`src/rtl/core/multichannel_pcm_stereo_mixer_unit_assert.svh`:
```
// Assertion macros for the PCM stereo mixer core.
// Taken in by `include in the modules that check their own logic.
`ifndef MULTICHANNEL_PCM_STEREO_MIXER_UNIT_ASSERT_SVH
`define MULTICHANNEL_PCM_STEREO_MIXER_UNIT_ASSERT_SVH

// Same-cycle implication, checked out of reset.
`define MPSM_ASSERT_NOW(lbl, ck, rn, ante, cons, msg) \
	lbl: assert property (@(posedge ck) disable iff (!rn) (ante) |-> (cons)) else $error(msg);

// Next-cycle implication, checked out of reset.
`define MPSM_ASSERT_NEXT(lbl, ck, rn, ante, cons, msg) \
	lbl: assert property (@(posedge ck) disable iff (!rn) (ante) |=> (cons)) else $error(msg);

`endif

```
`src/rtl/core/mpsm_pkg.sv`:
```
// Shared types, constants and the level function of the PCM stereo mixer.
// No dependencies.
`timescale 1ns / 1ps

package mpsm_pkg;

	localparam int CHANNELS   = 16;
	localparam int CH_IDX_W   = (CHANNELS > 1) ? $clog2(CHANNELS) : 1;
	localparam int LEN_W      = 24;
	localparam int ACC_W      = 20;
	localparam int MASK_W     = 16;
	localparam int OPQ_DEPTH  = 4;
	localparam int OPQ_PTR_W  = 2;
	localparam int OUTQ_DEPTH = 2;
	localparam int OUTQ_PTR_W = 1;

	localparam logic signed [ACC_W:0] SUM_MAX = (ACC_W+1)'((1 << (ACC_W - 1)) - 1);
	localparam logic signed [ACC_W:0] SUM_MIN = -(ACC_W+1)'(1 << (ACC_W - 1));

	// Reciprocal of 15 in Q16, rounded up; exact floor for products up to 3825.
	localparam logic [12:0] LVL_RECIP = 13'd4370;
	localparam logic [7:0]  SEP_FULL  = 8'd255;
	localparam logic [8:0]  PCM_MID   = 9'd128;

	typedef enum logic [1:0] {
		FUNC_START  = 2'd0,
		FUNC_UPDATE = 2'd1,
		FUNC_STOP   = 2'd2,
		FUNC_MIX    = 2'd3
	} func_t;

	// Decoded transaction handed from the front end to the back end.
	typedef struct packed {
		func_t                func;
		logic                 in_range;
		logic [CH_IDX_W-1:0]  idx;
		logic [7:0]           left_lvl;
		logic [7:0]           right_lvl;
		logic [LEN_W-1:0]     length;
		logic signed [8:0]    centred;
		logic                 last;
	} op_t;

	typedef struct packed {
		logic signed [ACC_W-1:0] left_mix;
		logic signed [ACC_W-1:0] right_mix;
		logic [MASK_W-1:0]       active;
	} res_t;

	// (sep * vol) / 15 clamped to 8 bits, given the product.
	function automatic logic [7:0] level_of(input logic [11:0] prod);
		logic [24:0] q;
		q = 25'(prod) * 25'(LVL_RECIP);
		return (q[24:16] > 9'd255) ? 8'd255 : q[23:16];
	endfunction

endpackage

```
`src/rtl/core/mpsm_front.sv`:
```
// Front end: takes transactions, decodes them and works out channel levels.
// Depends on mpsm_pkg.
`timescale 1ns / 1ps

module mpsm_front import mpsm_pkg::*; (
	input  logic                clk,
	input  logic                arst_n,
	input  logic                push,
	output logic                full,
	input  logic [1:0]          func,
	input  logic [3:0]          channel,
	input  logic [3:0]          volume,
	input  logic [7:0]          separation,
	input  logic [LEN_W-1:0]    length,
	input  logic [7:0]          sample,
	input  logic                last_in_frame,
	input  logic                q_full,
	output logic                q_push,
	output op_t                 q_op
);

	typedef struct packed {
		func_t               func;
		logic                in_range;
		logic [CH_IDX_W-1:0] idx;
		logic [11:0]         prod_l;
		logic [11:0]         prod_r;
		logic [LEN_W-1:0]    length;
		logic signed [8:0]   centred;
		logic                last;
	} dec_t;

	logic  valid_s1, valid_s2;
	dec_t  dec_s1;
	op_t   op_s2;
	logic  adv;
	logic  take;

	// The two stages move together; they hold only when the queue is full.
	assign adv  = !(valid_s2 && q_full);
	assign full = !adv;
	assign take = push && adv;

	always_ff @(posedge clk or negedge arst_n) begin
		if (!arst_n) begin
			valid_s1 <= 1'b0;
			valid_s2 <= 1'b0;
		end else if (adv) begin
			valid_s1 <= take;
			valid_s2 <= valid_s1;
		end
	end

	always_ff @(posedge clk) begin
		if (adv) begin
			dec_s1.func     <= func_t'(func);
			dec_s1.in_range <= (int'(channel) < CHANNELS);
			dec_s1.idx      <= CH_IDX_W'(channel);
			dec_s1.prod_l   <= 12'(SEP_FULL - separation) * 12'(volume);
			dec_s1.prod_r   <= 12'(separation) * 12'(volume);
			dec_s1.length   <= length;
			dec_s1.centred  <= $signed({1'b0, sample}) - $signed(PCM_MID);
			dec_s1.last     <= last_in_frame;

			op_s2.func      <= dec_s1.func;
			op_s2.in_range  <= dec_s1.in_range;
			op_s2.idx       <= dec_s1.idx;
			op_s2.left_lvl  <= level_of(dec_s1.prod_l);
			op_s2.right_lvl <= level_of(dec_s1.prod_r);
			op_s2.length    <= dec_s1.length;
			op_s2.centred   <= dec_s1.centred;
			op_s2.last      <= dec_s1.last;
		end
	end

	assign q_push = valid_s2 && !q_full;
	assign q_op   = op_s2;

endmodule

```
`src/rtl/core/mpsm_opq.sv`:
```
// Short queue of decoded transactions between front and back ends.
// Depends on mpsm_pkg and the assertion macro header.
`timescale 1ns / 1ps
`include "multichannel_pcm_stereo_mixer_unit_assert.svh"

module mpsm_opq import mpsm_pkg::*; (
	input  logic clk,
	input  logic arst_n,
	input  logic push,
	input  op_t  push_op,
	output logic full,
	input  logic pop,
	output op_t  head,
	output logic valid
);

	op_t                  mem [OPQ_DEPTH];
	logic [OPQ_PTR_W-1:0] wr_q, rd_q;
	logic [OPQ_PTR_W:0]   cnt_q;
	logic                 do_push, do_pop;

	assign full    = (cnt_q == (OPQ_PTR_W+1)'(OPQ_DEPTH));
	assign valid   = (cnt_q != '0);
	assign do_push = push && !full;
	assign do_pop  = pop && valid;
	assign head    = mem[rd_q];

	always_ff @(posedge clk or negedge arst_n) begin
		if (!arst_n) begin
			wr_q  <= '0;
			rd_q  <= '0;
			cnt_q <= '0;
		end else begin
			if (do_push)
				wr_q <= wr_q + 1'b1;
			if (do_pop)
				rd_q <= rd_q + 1'b1;
			case ({do_push, do_pop})
				2'b10:   cnt_q <= cnt_q + 1'b1;
				2'b01:   cnt_q <= cnt_q - 1'b1;
				default: cnt_q <= cnt_q;
			endcase
		end
	end

	always_ff @(posedge clk) begin
		if (do_push)
			mem[wr_q] <= push_op;
	end

	`MPSM_ASSERT_NOW(a_opq_cnt_bound, clk, arst_n, 1'b1,
		cnt_q <= (OPQ_PTR_W+1)'(OPQ_DEPTH), "op queue count overrun")
	`MPSM_ASSERT_NOW(a_opq_no_push_full, clk, arst_n, full, !push,
		"front end pushed into a full op queue")
	`MPSM_ASSERT_NEXT(a_opq_pop_drains, clk, arst_n, do_pop && !do_push && cnt_q == 1,
		!valid, "op queue not empty after last entry popped")

endmodule

```
`src/rtl/core/mpsm_back.sv`:
```
// Back end: channel state, stereo accumulators, frame countdown, result queue.
// Depends on mpsm_pkg and the assertion macro header.
`timescale 1ns / 1ps
`include "multichannel_pcm_stereo_mixer_unit_assert.svh"

module mpsm_back import mpsm_pkg::*; (
	input  logic clk,
	input  logic arst_n,
	input  op_t  op,
	input  logic op_valid,
	output logic op_pop,
	output logic empty,
	input  logic pop,
	output res_t res
);

	logic [CHANNELS-1:0] act_q, act_d;
	logic [7:0]          lvl_l_q [CHANNELS];
	logic [7:0]          lvl_r_q [CHANNELS];
	logic [7:0]          lvl_l_d [CHANNELS];
	logic [7:0]          lvl_r_d [CHANNELS];
	logic [LEN_W-1:0]    left_q  [CHANNELS];
	logic [LEN_W-1:0]    left_d  [CHANNELS];
	logic [CHANNELS-1:0] len_zero;

	logic signed [ACC_W-1:0] acc_l_q, acc_r_q, sat_l, sat_r;
	logic signed [ACC_W:0]   sum_l, sum_r;
	logic signed [14:0]      prod_l, prod_r;
	logic [7:0]              sel_l, sel_r;
	logic                    mix_on;
	logic [MASK_W-1:0]       mask;

	res_t                  outq [OUTQ_DEPTH];
	logic [OUTQ_PTR_W-1:0] owr_q, ord_q;
	logic [OUTQ_PTR_W:0]   ocnt_q;
	logic                  out_full, fire, emit, take;

	assign out_full = (ocnt_q == (OUTQ_PTR_W+1)'(OUTQ_DEPTH));
	assign fire     = op_valid && (!op.last || !out_full);
	assign op_pop   = fire;
	assign emit     = fire && op.last;
	assign empty    = (ocnt_q == '0);
	assign take     = pop && !empty;
	assign res      = outq[ord_q];

	// Mix path: one 9x6 signed product per side, then a saturating add.
	assign sel_l  = lvl_l_q[op.idx];
	assign sel_r  = lvl_r_q[op.idx];
	assign mix_on = op.in_range && (op.func == FUNC_MIX) && act_q[op.idx];
	assign prod_l = op.centred * $signed({1'b0, sel_l[7:3]});
	assign prod_r = op.centred * $signed({1'b0, sel_r[7:3]});

	always_comb begin
		sum_l = (ACC_W+1)'(acc_l_q);
		sum_r = (ACC_W+1)'(acc_r_q);
		if (mix_on) begin
			sum_l = sum_l + ((ACC_W+1)'(prod_l) <<< 3);
			sum_r = sum_r + ((ACC_W+1)'(prod_r) <<< 3);
		end
		if (sum_l > SUM_MAX)
			sat_l = ACC_W'(SUM_MAX);
		else if (sum_l < SUM_MIN)
			sat_l = ACC_W'(SUM_MIN);
		else
			sat_l = ACC_W'(sum_l);
		if (sum_r > SUM_MAX)
			sat_r = ACC_W'(SUM_MAX);
		else if (sum_r < SUM_MIN)
			sat_r = ACC_W'(SUM_MIN);
		else
			sat_r = ACC_W'(sum_r);
	end

	// Channel command, then the frame countdown when the frame closes.
	always_comb begin
		act_d   = act_q;
		lvl_l_d = lvl_l_q;
		lvl_r_d = lvl_r_q;
		left_d  = left_q;
		if (op.in_range) begin
			case (op.func)
				FUNC_START: begin
					lvl_l_d[op.idx] = op.left_lvl;
					lvl_r_d[op.idx] = op.right_lvl;
					left_d[op.idx]  = op.length;
					act_d[op.idx]   = (op.length != '0);
				end
				FUNC_UPDATE: begin
					if (act_q[op.idx]) begin
						lvl_l_d[op.idx] = op.left_lvl;
						lvl_r_d[op.idx] = op.right_lvl;
					end
				end
				FUNC_STOP: act_d[op.idx] = 1'b0;
				default: ;
			endcase
		end
		if (op.last) begin
			for (int i = 0; i < CHANNELS; i++) begin
				if (act_d[i]) begin
					if (left_d[i] != '0)
						left_d[i] = left_d[i] - LEN_W'(1);
					if (left_d[i] == '0)
						act_d[i] = 1'b0;
				end
			end
		end
	end

	for (genvar g = 0; g < MASK_W; g++) begin : g_mask
		if (g < CHANNELS) begin : g_on
			assign mask[g] = act_d[g];
		end else begin : g_off
			assign mask[g] = 1'b0;
		end
	end

	for (genvar g = 0; g < CHANNELS; g++) begin : g_zero
		assign len_zero[g] = (left_q[g] == '0);
	end

	always_ff @(posedge clk or negedge arst_n) begin
		if (!arst_n) begin
			act_q   <= '0;
			acc_l_q <= '0;
			acc_r_q <= '0;
			for (int i = 0; i < CHANNELS; i++) begin
				lvl_l_q[i] <= '0;
				lvl_r_q[i] <= '0;
				left_q[i]  <= '0;
			end
		end else if (fire) begin
			act_q   <= act_d;
			lvl_l_q <= lvl_l_d;
			lvl_r_q <= lvl_r_d;
			left_q  <= left_d;
			acc_l_q <= op.last ? '0 : sat_l;
			acc_r_q <= op.last ? '0 : sat_r;
		end
	end

	always_ff @(posedge clk or negedge arst_n) begin
		if (!arst_n) begin
			owr_q  <= '0;
			ord_q  <= '0;
			ocnt_q <= '0;
		end else begin
			if (emit)
				owr_q <= owr_q + 1'b1;
			if (take)
				ord_q <= ord_q + 1'b1;
			case ({emit, take})
				2'b10:   ocnt_q <= ocnt_q + 1'b1;
				2'b01:   ocnt_q <= ocnt_q - 1'b1;
				default: ocnt_q <= ocnt_q;
			endcase
		end
	end

	always_ff @(posedge clk) begin
		if (emit)
			outq[owr_q] <= '{left_mix: sat_l, right_mix: sat_r, active: mask};
	end

	`MPSM_ASSERT_NOW(a_back_outq_bound, clk, arst_n, 1'b1,
		ocnt_q <= (OUTQ_PTR_W+1)'(OUTQ_DEPTH), "result queue overrun")
	`MPSM_ASSERT_NEXT(a_back_acc_clear, clk, arst_n, emit,
		acc_l_q == '0 && acc_r_q == '0, "accumulators not cleared at frame end")
	`MPSM_ASSERT_NOW(a_back_active_len, clk, arst_n, 1'b1,
		(act_q & len_zero) == '0, "active channel with no length left")
	`MPSM_ASSERT_NEXT(a_back_emit_shows, clk, arst_n, emit, !empty,
		"frame result not queued")

endmodule

```
`src/rtl/core/multichannel_pcm_stereo_mixer_unit.sv`:
```
// Top level of the multichannel 8-bit PCM stereo mixer.
// Depends on mpsm_pkg, mpsm_front, mpsm_opq and mpsm_back.
`timescale 1ns / 1ps
//
//  channel   handshake       payload
//  -------   -------------   --------------------------------------------------
//  input     push / full     func, channel, volume, separation, length,
//                            sample, last_in_frame
//  result    empty / pop     left_mix, right_mix, active_channels
//
//  One transaction per cycle sustained while full is low. In the front end a
//  transaction passes stage s1 (volume x separation product), then stage s2
//  (the divide by 15 as a reciprocal multiply), passes the op queue and is
//  executed by the back end; a frame result is queued when the back end
//  executes the frame's last item. Reset (arst_n low) clears channel state,
//  accumulators and all queues at once; no clearing pass follows.
//  The back end holds only while the two-entry result queue is full and the
//  op at its head closes a frame; the front end holds (full high) only while
//  its four-entry op queue is full.

module multichannel_pcm_stereo_mixer_unit import mpsm_pkg::*; (
	input  logic                     clk,
	input  logic                     arst_n,
	input  logic                     push,
	output logic                     full,
	input  logic [1:0]               func,
	input  logic [3:0]               channel,
	input  logic [3:0]               volume,
	input  logic [7:0]               separation,
	input  logic [LEN_W-1:0]         length,
	input  logic [7:0]               sample,
	input  logic                     last_in_frame,
	output logic                     empty,
	input  logic                     pop,
	output logic signed [ACC_W-1:0]  left_mix,
	output logic signed [ACC_W-1:0]  right_mix,
	output logic [MASK_W-1:0]        active_channels
);

	// Front end to op queue.
	logic q_full, q_push;
	op_t  q_in;

	// Op queue to back end.
	op_t  q_head;
	logic q_valid, q_pop;

	res_t res;

	// Decode and level computation. Stateless apart from its pipeline, so
	// every channel-state hazard is settled in the back end alone.
	mpsm_front u_front (
		.clk           (clk),
		.arst_n        (arst_n),
		.push          (push),
		.full          (full),
		.func          (func),
		.channel       (channel),
		.volume        (volume),
		.separation    (separation),
		.length        (length),
		.sample        (sample),
		.last_in_frame (last_in_frame),
		.q_full        (q_full),
		.q_push        (q_push),
		.q_op          (q_in)
	);

	// Decouples the front end from back-end stalls on the result side.
	mpsm_opq u_opq (
		.clk     (clk),
		.arst_n  (arst_n),
		.push    (q_push),
		.push_op (q_in),
		.full    (q_full),
		.pop     (q_pop),
		.head    (q_head),
		.valid   (q_valid)
	);

	// Channel table, accumulators, countdown and the result queue.
	mpsm_back u_back (
		.clk      (clk),
		.arst_n   (arst_n),
		.op       (q_head),
		.op_valid (q_valid),
		.op_pop   (q_pop),
		.empty    (empty),
		.pop      (pop),
		.res      (res)
	);

	assign left_mix        = res.left_mix;
	assign right_mix       = res.right_mix;
	assign active_channels = res.active;

endmodule
```
`config.mk`:
```
export PLATFORM = sky130hd
export DESIGN_NAME = multichannel_pcm_stereo_mixer_unit
export DESIGN_NICKNAME = d
export VERILOG_FILES = /design/src/rtl/core/mpsm_pkg.sv /design/src/rtl/core/mpsm_front.sv /design/src/rtl/core/mpsm_opq.sv /design/src/rtl/core/mpsm_back.sv /design/src/rtl/core/multichannel_pcm_stereo_mixer_unit.sv
export VERILOG_INCLUDE_DIRS = /design/src /design/src/rtl/core
export SDC_FILE = /design/constraint.sdc
export NUM_CORES = 2
export LEC_CHECK = 0
export BUFFER_PORTS_ARGS = -buffer_cell sky130_fd_sc_hd__buf_2
export CORE_ASPECT_RATIO = 0.8
export CORE_MARGIN = 2
export CORE_UTILIZATION = 30
export CTS_CLUSTER_DIAMETER = 200
export DETAILED_ROUTE_END_ITERATION = 6
export PLACE_DENSITY = 0.51
export SKIP_CTS_REPAIR_TIMING = 1
export SLEW_MARGIN = 10
export SYNTH_ARGS = -nofsm -noshare
export SYNTH_HDL_FRONTEND = slang
export SYNTH_SLANG_ARGS = --single-unit
```
`constraint.sdc`:
```
create_clock -name clk -period 9.4 [get_ports clk]
set_input_delay 1.88 -clock clk [delete_from_list [all_inputs] [get_ports clk]]
set_output_delay 1.88 -clock clk [all_outputs]
set_load 0.01 [all_outputs]
```
Yosys cells after proc, flatten, opt, wreduce, memory -nomap -nowiden
Memory sizes are Yosys's and may differ from the RTL's.
Index checks and enable logic that the tools add are counted.

storage, ports and cells
  bits in registers = 829
  output and inout bits = 58
  RAM bits = 336
  memories kept = 2
  input port bits = 55

operators by class
  multipliers = 6
  muxes and demuxes = 138
  $add $sub $neg = 28
  bitwise gates (word level) = 3
  magnitude comparators = 10
  reductions and logical operators = 58
  equal/unequal tests = 10

memory list
  name         words  bits a word  rd ports  clocked after memory_dff  wr ports  line             RTL
  u_opq.mem    4      56           1         0                         1         mpsm_opq.sv:17   op_t mem [OPQ_DEPTH];
  u_back.outq  2      56           1         0                         1         mpsm_back.sv:33  res_t outq [OUTQ_DEPTH];

operators by type and width
  kind                                                              count
  two-way mux 24 bit                                                65
  two-way mux 384 bit                                               3
  one-hot mux 128 bit (2 select lines)                              2
  nonzero test 24 bit                                               17
  bitwise mux 384 bit                                               1
  logical NOT 24 bit                                                16
  subtractor 24 x 1 -> 24 bit (second input constant)               16
  bitwise mux 128 bit                                               2
  two-way mux 128 bit                                               2
  two-way mux 20 bit                                                6
  demux 24 bit (select 4 bit)                                       1
  binary-select mux 8 bit (select 4 bit)                            2
  multiplier 12 x 12 -> 24 bit (second input constant)              2
  adder 20 x 18 -> 21 bit                                           2
  greater-than comparator 21 x 20 -> 1 bit (second input constant)  2
  < comparator 21 x 20 -> 1 bit (second input constant)             2
  two-way mux 21 bit                                                2
  two-way mux 8 bit                                                 5
  two-way mux 1 bit                                                 38
  demux 8 bit (select 4 bit)                                        1
  two-way mux 16 bit                                                2
  one-hot mux 16 bit (2 select lines)                               1
  multiplier 9 x 6 -> 15 bit                                        2
  greater-than comparator 9 x 8 -> 1 bit (second input constant)    2
  other kinds (33)                                                  59

Depth between registers and ports, before layout
An unclocked memory read counts as a cell.

  depth after elaboration = 17
  gate-level depth with buffers = 40

Modules after synthesis
A second synthesis with hierarchy kept.

second synthesis, totals
  cell total of the unflattened synthesis = 8581
  area, all modules = 79453.7 um^2

by module, submodules not included
  module      sequential area each (um^2)  instances  area an instance (um^2)  cells an instance
  mpsm_back   18477.7                      1          62458.7                  7584
  mpsm_opq    7021.7                       1          8653.3                   335
  mpsm_front  3593.4                       1          8341.8                   662

Worst setup path before layout
No wires, ideal clock.

  path type = reg-to-reg
  start point = reg u_opq.rd_q[0]
  end point = mem u_back.outq[0][50] (netlist bit) (data pin)
  required time = 9243 ps
  setup time = 157 ps
  data arrival time = 9152 ps
  slack = 90 ps
  clock period less this slack = 9310 ps
  stages on the path, launching flop included = 39
  path through = dfrtp_1 > buf_6 > buf_12 > buf_12 > buf_8 > clkbuf_1 > buf_1 > clkbuf_1 > buf_1 > clkbuf_1 > mux4_2 > and2_1 > fa_1 > inv_1 > fa_1 > fa_1 > inv_1 > ha_1 > (+3 left out) > nor2b_1 > o21ai_0 > a21oi_1 > o21a_1 > nor2_1 > o21bai_1 > a21oi_1 > xnor2_1 > ha_1 > and3_1 > o311a_1 > nor2_1 > a211o_1 > or3b_2 > a21oi_1 > clkbuf_1 > a21oi_1 > a21oi_1

between the ends
  word-level cells in the longest chain between the ends = 11

RTL lines
  item                                                  line             RTL
  start: declaration                                    mpsm_opq.sv:18   logic [OPQ_PTR_W-1:0] wr_q, rd_q;
  start signal: assignment                              mpsm_opq.sv:37   rd_q <= rd_q + 1'b1;
  memory read (4 x 56 bit) (*)                          --
  NOT 4 -> 5 bit (implied by the code)                  mpsm_back.sv:47  assign sel_l = lvl_l_q[op.idx];
  binary-select mux 8 bit (select 4 bit)                mpsm_back.sv:47
  two-way mux 8 bit (implied by the code) (2 in a row)  mpsm_back.sv:47
  multiplier 9 x 6 -> 15 bit                            mpsm_back.sv:50  assign prod_l = op.centred * $signed({1'b0, sel_l[7:3]});
  adder 20 x 18 -> 21 bit                               mpsm_back.sv:57  sum_l = sum_l + ((ACC_W+1)'(prod_l) <<< 3);
  two-way mux 21 bit (*)                                mpsm_back.sv:56  if (mix_on) begin
  < comparator 21 x 20 -> 1 bit                         mpsm_back.sv:62  else if (sum_l < SUM_MIN)
  two-way mux 20 bit                                    mpsm_back.sv:62
  two-way mux 20 bit (*)                                mpsm_back.sv:60  if (sum_l > SUM_MAX)
  named net u_back.sat_l[14]                            mpsm_back.sv:26  logic signed [ACC_W-1:0] acc_l_q, acc_r_q, sat_l, sat_r;
  end: declaration                                      mpsm_back.sv:33

Mark *: on every way through the listed nets, which the timed path passes. The rest lies on a longest branch. The select of a mux whose other input is x is not followed.

Final worst setup path
  start point = reg u_opq.rd_q[0]
  end point = mem u_back.outq[0][21] (netlist bit) (data pin)

between the ends
  word-level cells in the longest chain between the ends = 11

RTL lines
  item                                                  line             RTL
  memory read (4 x 56 bit) (*)                          --
  NOT 4 -> 5 bit (implied by the code)                  mpsm_back.sv:48  assign sel_r = lvl_r_q[op.idx];
  binary-select mux 8 bit (select 4 bit)                mpsm_back.sv:48
  two-way mux 8 bit (implied by the code) (2 in a row)  mpsm_back.sv:48
  multiplier 9 x 6 -> 15 bit                            mpsm_back.sv:51  assign prod_r = op.centred * $signed({1'b0, sel_r[7:3]});
  adder 20 x 18 -> 21 bit                               mpsm_back.sv:58  sum_r = sum_r + ((ACC_W+1)'(prod_r) <<< 3);
  two-way mux 21 bit (*)                                mpsm_back.sv:56
  < comparator 21 x 20 -> 1 bit                         mpsm_back.sv:68  else if (sum_r < SUM_MIN)
  two-way mux 20 bit                                    mpsm_back.sv:68
  two-way mux 20 bit (*)                                mpsm_back.sv:66  if (sum_r > SUM_MAX)
  named net u_back.sat_r[5]                             mpsm_back.sv:26

Marked as above.

==> summary.md <==
| Metric | Value |
|---|---|
| Status | complete, but fails checks |
| Failing checks | design-rule violations, max-capacitance violations, max-slew violations |
| Final worst setup slack | 0.676 ns |
| Via-to-Cell Ratio | 5.94 |
| Finished Cell Area | 84700 um2 |
| Post-route DRC | 7 |
| Crit path max-delay family | compound AO/OA/AOI/OAI gates |
| First-pass DRT Iterations | 7 |
| Detail Placement HPWL | 221 mm |
| Die ar. | 256000 um2 |
| Ys flop type | dfrtp_1 |
| CTS root buf | clkbuf_16 |
| Setup TNS | 0 ns |
| Overall routing resource usage | 24.1% |
| Post-synth top area share | 20.3% |
| Post-synth net total | 8900 |
| Cell count after synthesis | 8474 |
| Synthesized area per cell | 8.93 um2 |
| Max-slew headroom | -1.84% |
| Antenna-violating nets left | 0 |
| Most frequent CP cell | a21oi_1 |
| Clock Latency Late Sink | 0.85 ns |
| Synth area leader | dfrtp_1 |
| Min Clock Period, post-route | 8.72 ns |
| WP buf/inv | 6 |
| Max frequency | 0.115 GHz |
| Synth area leaders | dfrtp_1, edfxtp_1, a21oi_1 |
| Ratio of cells with drive above 1 in the final layout | 12.7% |
| Global route overflow | 0 |
| Total wire length | 318 mm |
| Chip height | 453 um |
| Place WS | 0.195 ns |
| Unique masters post-synth | 106 |
| CP startpoint | u_opq.rd_q[0] |
| Crit path DAT | 9.29 ns |
| Rows | 164 |
| Die width | 566 um |
| Slowest CP cell | mux4_4 |
| Ports | 113 |
| Hold path cells | 0 |
| Seq/Total Area, Yosys | 36.9% |
| Detailed router's first-iteration violation count | 9891 |
| Initial antenna violation count | 43 |
| Initial Utilization | 30.2% |
| Core area | 250000 um2 |
| Worst R2R Setup Slack | 0.68 ns |
| Via count | 70.2k |
| Hold crit path type | flop to flop |
| Hold endpoint | u_front.q_op[56] |
| DP Area | 80500 um2 |
| Crit. End Element | flop |
| Max Buffers Root-to-Sink | 3 |
| Crit share post-route | 92.8% |
| Max-Cap Viols | 1 |
| Routability cong. | 0.990 |
| Hold_sp | u_front.dec_s1[64] |
| Htree depth | 3 |
| Least-Margin Pin Slew | 1.51 ns |
| Setup CP Type | flop to flop |
| Synth Register Bits | 1033 |
| Cts bufs inserted | 120 |
| Async SR Flop Fraction | 59.3% |
| Worst R2R End | u_back.outq[0][21] |
| Final setup fails | 0 |
| Hold Fails Final Rpt | 0 |
| Largest net degree at the start of global routing | 206 |
| Setup crit start kind | flop |
| Finished Core Util | 33.8% |
| Setup skew after layout | 0.0921 ns |
| Post-synth EDFFs | 420 |
| WL per Instance | 26.9 um |
| Synth warn | 0 |
| First-pass GRT wire length | 459 mm |
| Syn-to-layout area delta | 11.9% |
| Layout fillers | 25.7k |
| Synthesized area | 75700 um2 |
| Reg2reg start | u_opq.rd_q[0] |
| Largest stage delay on the critical path | 0.58 ns |
| WP data required | 9.97 ns |
| Port-buffer cells | 112 |
| Worst-path clk slew | 0.07 ns |
| RSZ-0062 raised after global routing | no |
| Clock sink total | 1033 |
| CTS tree | built |
| Worst R2R Path Depth | 33 |
| Crit-path max FO | 16 |
| Nets | 8815 |
| Slew Limit Fails | 3 |
| Number of global-route vias before repair | 64.9k |
cell families after synthesis:
logic type      count (synthesis)  synth area share (%)
compound gates               2302                  18.3
fa+ha+maj                     371                  7.05
mux                           649                  10.6
xor+xnor                      381                  4.41
simple gates                 2928                  18.6
flops                        1033                  36.9
buf+inv                       810                  4.17
registers in the layout, summed over array words and instances (netlist names):
register / count
u_back.acc_l_q: 20
u_back.acc_r_q: 20
u_back.act_q: 16
u_back.left_q: 384
u_back.lvl_l_q: 80
u_back.lvl_r_q: 80
u_back.ocnt_q: 2
u_back.ord_q: 1
u_back.outq: 112
u_back.owr_q: 1
u_front.dec_s1: 63
u_front.q_op: 49
u_front.valid_s1: 1
u_front.valid_s2: 1
u_opq.cnt_q: 3
u_opq.mem: 196
u_opq.rd_q: 2
u_opq.wr_q: 2
synthesized netlist by cell type (23+ instances only):
| library cell | instances |
|---|---|
| nor2_1 | 852 |
| a21oi_1 | 777 |
| nand2_1 | 761 |
| o21ai_0 | 657 |
| dfrtp_1 | 613 |
| clkbuf_1 | 436 |
| edfxtp_1 | 420 |
| nor3_1 | 314 |
| mux2_2 | 280 |
| ha_1 | 278 |
| mux2i_1 | 275 |
| xnor2_1 | 261 |
| inv_1 | 259 |
| nand3_1 | 205 |
| nor4_1 | 122 |
| xor2_1 | 120 |
| a31oi_1 | 116 |
| and2_1 | 114 |
| a211oi_1 | 99 |
| o31ai_1 | 98 |
| fa_1 | 93 |
| mux4_2 | 92 |
| o22ai_1 | 83 |
| buf_1 | 78 |
| nand4_1 | 77 |
| or3_1 | 72 |
| nand2b_1 | 71 |
| or4_1 | 70 |
| a22o_1 | 64 |
| o211ai_1 | 62 |
| a21o_1 | 57 |
| nor2b_1 | 57 |
| and3_1 | 51 |
| or2_2 | 33 |
| buf_2 | 28 |
| nand3b_1 | 23 |
final cells by class:
type | count | area [um2] | area share [%]
diodes | 9 | 22.5 | 0.0266
clock buffers | 163 | 3350 | 3.95
clock inverters | 65 | 787 | 0.929
inverters | 259 | 980 | 1.16
multi-input cells | 6632 | 45000 | 53.2
flip-flops and latches | 1033 | 28000 | 33.0
well taps | 3320 | 4150 | 4.90
repair buffers | 343 | 2430 | 2.87
worst max path at each step:
stage	endpoint	depth (start not counted)	slack [ns]
after global routing	u_back.outq[0][50]	29	0.03
after CTS	u_back.outq[1][30]	31	0.12
after global placement	u_back.outq[0][21]	31	0.28
final	u_back.outq[0][21]	33	0.68
after detailed placement	u_back.outq[1][30]	31	0.20
after floorplan	u_back.outq[0][50]	38	0.09
layout by cell type, fill, tap and decap left out, drive strengths merged, types with 78 or more instances in the layout:
| cell | synthesis | final |
|---|---|---|
| dfrtp | 613 | 613 |
| nor3 | 316 | 316 |
| mux4 | 92 | 93 |
| a31oi | 116 | 116 |
| a211oi | 100 | 100 |
| xnor2 | 261 | 261 |
| clkbuf | 436 | 163 |
| o22ai | 83 | 83 |
| o21ai | 677 | 677 |
| and2 | 117 | 117 |
| nor4 | 130 | 130 |
| buf | 115 | 343 |
| a21oi | 778 | 778 |
| nand4 | 78 | 78 |
| o31ai | 98 | 98 |
| mux2i | 275 | 275 |
| fa | 93 | 93 |
| edfxtp | 420 | 420 |
| xor2 | 120 | 120 |
| nand2 | 761 | 761 |
| nand3 | 205 | 205 |
| ha | 278 | 278 |
| mux2 | 282 | 282 |
| nor2 | 854 | 854 |
| inv | 259 | 264 |
metal layers:
layer | vias up | routed length [um] | GRT usage (%)
li1 | 31025 | - | -
met1 | 34535 | 137000 | 34.0
met2 | 3858 | 128000 | 34.0
met3 | 788 | 37900 | 6.89
met4 | 38 | 15700 | 10.2
met5 | - | 252 | 0
stage by stage:
| step | hold WS [ns] | std cells |
|---|---|---|
| after floorplan | 0.400 | 8474 |
| after global placement | 0.401 | 11585 |
| after detailed placement | 0.405 | 11586 |
| after CTS | 0.386 | 11814 |
| after global routing | 0.388 | 11819 |
| final | 0.379 | 11824 |
Power is left out: the tool's default activity adds up to more than one toggle a clock period on the data nets, which glitch-free logic cannot reach.
